### src/life_generation_step_defines.svh
// assertion macros for the life generation step block
`ifndef LIFE_GENERATION_STEP_DEFINES_SVH
`define LIFE_GENERATION_STEP_DEFINES_SVH

// property holds at every clock edge out of reset
`define LGS_CHECK(lbl, prop, msg) \
  lbl: assert property (@(posedge clk) disable iff (rst) (prop)) else $error(msg);

// consequent holds in the cycle after the antecedent
`define LGS_CHECK_NEXT(lbl, ante, cons, msg) \
  lbl: assert property (@(posedge clk) disable iff (rst) (ante) |=> (cons)) else $error(msg);

`endif

### src/lgs_pkg.sv
// shared board constants and row type for the life generation step block
package lgs_pkg;

  localparam int WIDTH  = 64;
  localparam int HEIGHT = 64;
  localparam int AW     = $clog2(HEIGHT);

  typedef logic [WIDTH-1:0] row_t;

endpackage

### src/lgs_row_cell.sv
// one row stage of the neighborhood shift chain
module lgs_row_cell (
  input  logic        clk,
  input  logic        shift,
  input  lgs_pkg::row_t din,
  output lgs_pkg::row_t q
);
  import lgs_pkg::*;

  row_t row;

  always_ff @(posedge clk) begin
    if (shift) begin
      row <= din;
    end
  end

  assign q = row;

endmodule

### config.mk
export PLATFORM = sky130hd
export DESIGN_NAME = lgs_row_cell
export DESIGN_NICKNAME = d
export VERILOG_FILES = /design/src/life_generation_step_defines.svh /design/src/lgs_pkg.sv /design/src/lgs_row_cell.sv
export SDC_FILE = /design/constraint.sdc
export NUM_CORES = 1
export LEC_CHECK = 0
export BUFFER_PORTS_ARGS = -buffer_cell sky130_fd_sc_hd__buf_2
export CAP_MARGIN = 20
export CORE_UTILIZATION = 35
export CTS_BUF_LIST = sky130_fd_sc_hd__clkbuf_8
export DETAILED_ROUTE_END_ITERATION = 10
export PLACE_DENSITY = 0.72
export SLEW_MARGIN = 20
export SYNTH_ARGS = -nofsm -noshare
export SYNTH_HDL_FRONTEND = slang
export SYNTH_SLANG_ARGS = --single-unit
### constraint.sdc
create_clock -name clk -period 0.8 [get_ports clk]
set_clock_uncertainty 0.2 [all_clocks]
set_input_delay 0.12 -clock clk [delete_from_list [all_inputs] [get_ports clk]]
set_output_delay 0.12 -clock clk [all_outputs]
set_load 0.03 [all_outputs]
==> run metrics, run 1 <==
failing checks=hold timing, setup timing; first-pass GRT wire length=about 5600 µm; sw frac=between 20% and 30%; clk sinks=between 60 and 70; vias in the first global route=1,149; outcome=finished with violations; unrepaired setup endpoints after global routing=true; max-cap violations=0; Hold Vio Cnt, Final=64; hold path start=din[31]; EDFF count, synth=64; post-synthesis sequential area ratio=100.0%; leakage=around 0.0014 µW; Nets=272; clk slew on worst S/H paths=about 60 ps; CTS H-tree depth=3; critical-path cell list=buf_6; HPWL Detailed=about 2500 µm; Area Overhead vs Synth=68.55%; startpoint class of the critical path=register; drt pass-1 iters=4; ys flop type=edfxtp_1; Finished Core Util=just over 60%; Min-Delay Endpoint=q[31]$_DFFE_PP_; Worst Slack Setup Final=-400.7 ps; VDD IR max=between 1 and 1.5 mV; Seq pwr share=a little under three fifths; Syn. warnings=0; die area=between 5000 and 6000 µm²; Ports=130; Vias/cell=4.108; cell-internal power=approximately 5600 µW; DR WL/cell=13.16 µm; fmax=approximately 0.83 GHz; Worst Path Max Fanout=1; clock share of power=27.2%; via count=around 1,100; Synth async-reset ratio=0%; Worst setup EP type=output port; unique cell type count in the Yosys netlist=1; Post-CTS Setup Repair Bufs=0; Total Power=between 7000 and 8000 µW; most common library cells after synthesis=64 x edfxtp_1; Placed Instances=roughly 270; post-synthesis instance total=64; P per Cell Area=~2300 nW/µm²; clk buf depth=2; crit share post-route=150.1%; antenna fix cells=0; DRT antenna net count=0; CORE AREA=5205 µm²; synth top area cells=edfxtp_1 100%; Rel. slew slack=about nine tenths; Psw=about 1800 µW; multi-input logic area=0 µm²; pin count of the biggest net entering global routing=34; Worst path slowest cell=edfxtp_1; Die Width=approximately 76 µm; Syn Nets=130; #FFs+latches synth=64; Yosys top cell area share=between 90% and 100%; DR DRC count=0; Port Buffers=around 130; #MultiIn Comb=0; Data required, critical path=roughly 480 ps; max incr delay on CP=~410 ps; # rows=26; Critical Path AT=a little under 900 ps; Tightest Pin Transition=approximately 170 ps; synthesized area=roughly 1900 µm²; CTS tree=built; initial antenna violation count=0; Hold WC Path Type=in2reg; syn_area_per_cell=30.03 µm²; TritonCTS Buffers=9; Total GRT Usage=between 10% and 20%; critical path class=reg2out; Comb pwr share=17.6%; share of cells above drive strength 1=67.46%; Die Y=roughly 76 µm; most numerous cell in the Yosys netlist=edfxtp_1; fin crit period=1201 ps; 1st-iter DRT viols=12; max reg flops=64; Remaining Overflow, GRT=0; Top delay family on crit path=flip-flops; hold_ws=-224.7 ps; Finished Layout Cells=roughly 280; Starting Density=36.92%; Fill cells=a little under 400; Final setup viols=64; Routed WL=3673 µm; largest area contributor in the netlist=edfxtp_1; GPL Wtd Cong=0.6402; CTS root buf=clkbuf_8; Bufs and invs on worst path=1; post-route setup TNS=-23,220 ps; hold path depth=1; max-slew violations=0
worst max path at each step:
stage / cells after the start / slack [ps] / to / startpoint
after floorplan: 0 / -20 / q[0] / q[0]$_DFFE_PP_
after global placement: 2 / -190 / q[7]$_DFFE_PP_ / shift
after detailed placement: 2 / -190 / q[47]$_DFFE_PP_ / shift
after CTS: 1 / -420 / q[2] / q[2]$_DFFE_PP_
after global routing: 1 / -440 / q[32] / q[32]$_DFFE_PP_
final: 1 / -400 / q[32] / q[32]$_DFFE_PP_
cells by family after synthesis:
group	Yosys count	synth area share [%]
flops	64	100.0
per-stage QoR:
stage / instance area [µm²] / setup slack (ps)
after floorplan: 1922 / -15.57
after global placement: 2695 / -186.4
after detailed placement: 2695 / -192.2
after CTS: 3239 / -423.6
after global routing: 3239 / -435.1
final: 3239 / -400.7
power by group through the flow:
stage	combinational [µW]	clock, µW	sequential [µW]
floorplan	0	0	4670
global placement	1010	0	4100
detailed placement	1030	0	4110
CTS	1320	2150	4110
global route	1370	2220	4130
finish	1310	2030	4110
cell usage in the layout (no fill, tap or decap):
| master | netlist | final |
|---|---|---|
| edfxtp_1 | 64 | 64 |
| buf_6 | 0 | 64 |
| inv_1 | 0 | 3 |
| clkinv_2 | 0 | 1 |
| buf_12 | 0 | 2 |
| buf_2 | 0 | 65 |
| clkbuf_8 | 0 | 9 |
| clkinv_1 | 0 | 1 |
cell type report:
type / instances / area, µm² / area share, %
clock buffer: 9 / 123.9 / 3.824
clock inverter: 5 / 20.02 / 0.6180
tap: 70 / 87.58 / 2.704
sequential: 64 / 1922 / 59.33
timing repair buffer: 131 / 1086 / 33.53
metal layers:
metal | part of all wire [%] | GRT usage (%) | vias to the layer above
met4 | 1.7 | 9.231 | 0
met2 | 53 | 23.82 | 75
met5 | 0 | 0 | -
li1 | - | - | 542
met1 | 38 | 13.91 | 523
met3 | 7.3 | 4.910 | 6
timing repair:
item | 4_1_cts | 5_1_grt
gates resized for setup | 128 | 0
setup endpoints to repair | 64 | 64
endpoints found under the hold margin | 64 | 64
Note: power is estimated with default switching activity, not from simulation.
==> run 2, diff against run 1 <==
--- a/config.mk
+++ b/config.mk
@@ -5,10 +5,11 @@
 export SDC_FILE = /design/constraint.sdc
 export NUM_CORES = 1
 export LEC_CHECK = 0
-export BUFFER_PORTS_ARGS = -buffer_cell sky130_fd_sc_hd__buf_2
+export BUFFER_PORTS_ARGS = -buffer_cell sky130_fd_sc_hd__buf_4
 export CAP_MARGIN = 20
 export CORE_UTILIZATION = 35
 export CTS_BUF_LIST = sky130_fd_sc_hd__clkbuf_8
+export CTS_CLUSTER_DIAMETER = 150
 export DETAILED_ROUTE_END_ITERATION = 10
 export PLACE_DENSITY = 0.72
 export SLEW_MARGIN = 20
==> run metrics, run 2 (synthesized netlist as in run 1, its figures left out) <==
CTS root buf=clkbuf_8 (unchanged); unrepaired setup endpoints after global routing=true (unchanged); Worst Slack Setup Final=-393.0 ps (was -400.7 ps); leakage=0.001442 µW (was 0.001374 µW); initial antenna violation count=0 (unchanged); Rel. slew slack=89.61% (was 88.76%); Top delay family on crit path=flip-flops (unchanged); max reg flops=64 (unchanged); outcome=finished with violations (unchanged); Placed Instances=266 (was 265); Vias/cell=4.096 (was 4.108); critical-path cell list=buf_6 (unchanged); DRT antenna net count=0 (unchanged); Starting Density=36.92% (unchanged); first-pass GRT wire length=5816 µm (was 5616 µm); DR WL/cell=13.44 µm (was 13.16 µm); fmax=0.8382 GHz (was 0.8328 GHz); Die Width=76.10 µm (unchanged); die area=5791 µm² (unchanged); GPL Wtd Cong=0.6975 (was 0.6402); Finished Core Util=65.72% (was 62.24%); Total GRT Usage=14.01% (was 13.76%); Critical Path AT=870 ps (was 880 ps); # rows=26 (unchanged); critical path class=reg2out (unchanged); CORE AREA=5205 µm² (unchanged); #MultiIn Comb=0 (unchanged); drt pass-1 iters=2 (was 4); antenna fix cells=0 (unchanged); DR DRC count=0 (unchanged); 1st-iter DRT viols=14 (was 12); worst setup path endpoint=q[2] (was q[32]); Remaining Overflow, GRT=0 (unchanged); VDD IR max=1.246 mV (was 1.187 mV); max-cap violations=0 (unchanged); Worst Path Max Fanout=1 (unchanged); CTS tree=built (unchanged); Bufs and invs on worst path=1 (unchanged); failing checks=hold timing, setup timing (unchanged); crit share post-route=149.1% (was 150.1%); vias in the first global route=1,243 (was 1,149); Final setup viols=64 (unchanged); TritonCTS Buffers=9 (unchanged); max-slew violations=0 (unchanged); Data required, critical path=480 ps (about the same); WP depth=1 (unchanged); Worst setup EP type=output port (unchanged); pin count of the biggest net entering global routing=31 (was 34); pre-CTS WS=-162.8 ps (was -192.2 ps); Worst path slowest cell=edfxtp_1 (unchanged); design area=3421 µm² (was 3239 µm²); hold_ws=-224.5 ps (was -224.7 ps); most frequent cells in the layout=66 x buf_4, 64 x buf_6, 64 x edfxtp_1 (was 65 x buf_2, 64 x buf_6, 64 x edfxtp_1); clk sinks=64 (unchanged); fin crit period=1193 ps (was 1201 ps); commonest non-fill, non-tap cell in the layout=buf_4 (was buf_2); CTS H-tree depth=3 (unchanged); startpoint class of the critical path=register (unchanged); Die Y=76.10 µm (unchanged); via count=1,155 (was 1,146); Hold WC Path Type=in2reg (unchanged); crit path launch=q[2]$_DFFE_PP_ (was q[32]$_DFFE_PP_); share of cells above drive strength 1=68.40% (was 67.46%); Routed WL=3789 µm (was 3673 µm); max incr delay on CP=400 ps (was 410 ps); Hold Vio Cnt, Final=64 (unchanged); Finished Layout Cells=282 (was 279); Post-CTS Setup Repair Bufs=0 (unchanged); Port Buffers=129 (unchanged); Nets=273 (was 272); P per Cell Area=2232 nW/µm² (was 2300 nW/µm²); multi-input logic area=0 µm² (unchanged); clk slew on worst S/H paths=60 ps (about the same); Tightest Pin Transition=155.9 ps (was 168.5 ps); Ports=130 (unchanged); clk buf depth=2 (unchanged); DP Area=3025 µm² (was 2695 µm²); Area Overhead vs Synth=77.99% (was 68.55%)
==> run 2: per-layer routing <==
metal / vias up / wire, µm / global-route usage, %
met5: - / 0 / 0
met4: 0 / 61 / 9.231
met1: 526 / 1336 / 14.54
met2: 76 / 2019 / 23.55
met3: 7 / 371 / 5.509
li1: 546 / - / -
==> run 2: worst min path at each step <==
| stage | endpoint | slack [ps] | depth (start not counted) | start |
|---|---|---|---|---|
| after floorplan | q[0]$_DFFE_PP_ | 20 | 0 | din[0] |
| after global placement | q[12]$_DFFE_PP_ | 100 | 1 | din[12] |
| after detailed placement | q[10]$_DFFE_PP_ | 100 | 1 | din[10] |
| after CTS | q[12]$_DFFE_PP_ | -250 | 1 | din[12] |
| after global routing | q[10]$_DFFE_PP_ | -250 | 1 | din[10] |
| final | q[12]$_DFFE_PP_ | -220 | 1 | din[12] |
==> run 2: area by class of cell <==
type,count,area (µm²)
Clock inverter,7,31.28
Clock buffer,9,123.9
Fill cell,389,1784
Sequential cell,64,1922
Timing Repair Buffer,132,1256
Tap cell,70,87.58
==> run 2: per-stage QoR <==
| stage | total power [µW] | TNS [ps] |
|---|---|---|
| 3_3_place_gp | 5359 | -11220 |
| 2_1_floorplan | 4673 | -996.8 |
| 3_5_place_dp | 5391 | -12070 |
| 5_1_grt | 7924 | -26030 |
| 4_1_cts | 7760 | -25140 |
| 6_report | 7636 | -23490 |
==> run 2: repair_timing <==
item,in CTS,in global routing
cloned,0,0
endpoints found under the hold margin,71,64
gates resized for setup,64,0
setup endpoints to repair,64,64
==> run 2: power breakdown <==
| group | total (µW) | switching [µW] | leakage [µW] | internal (µW) |
|---|---|---|---|---|
| Combinational | 1400 | 722 | 0.000723 | 681 |
| Clock | 2130 | 1060 | 0.0000926 | 1070 |
| Sequential | 4110 | 115 | 0.000626 | 3990 |
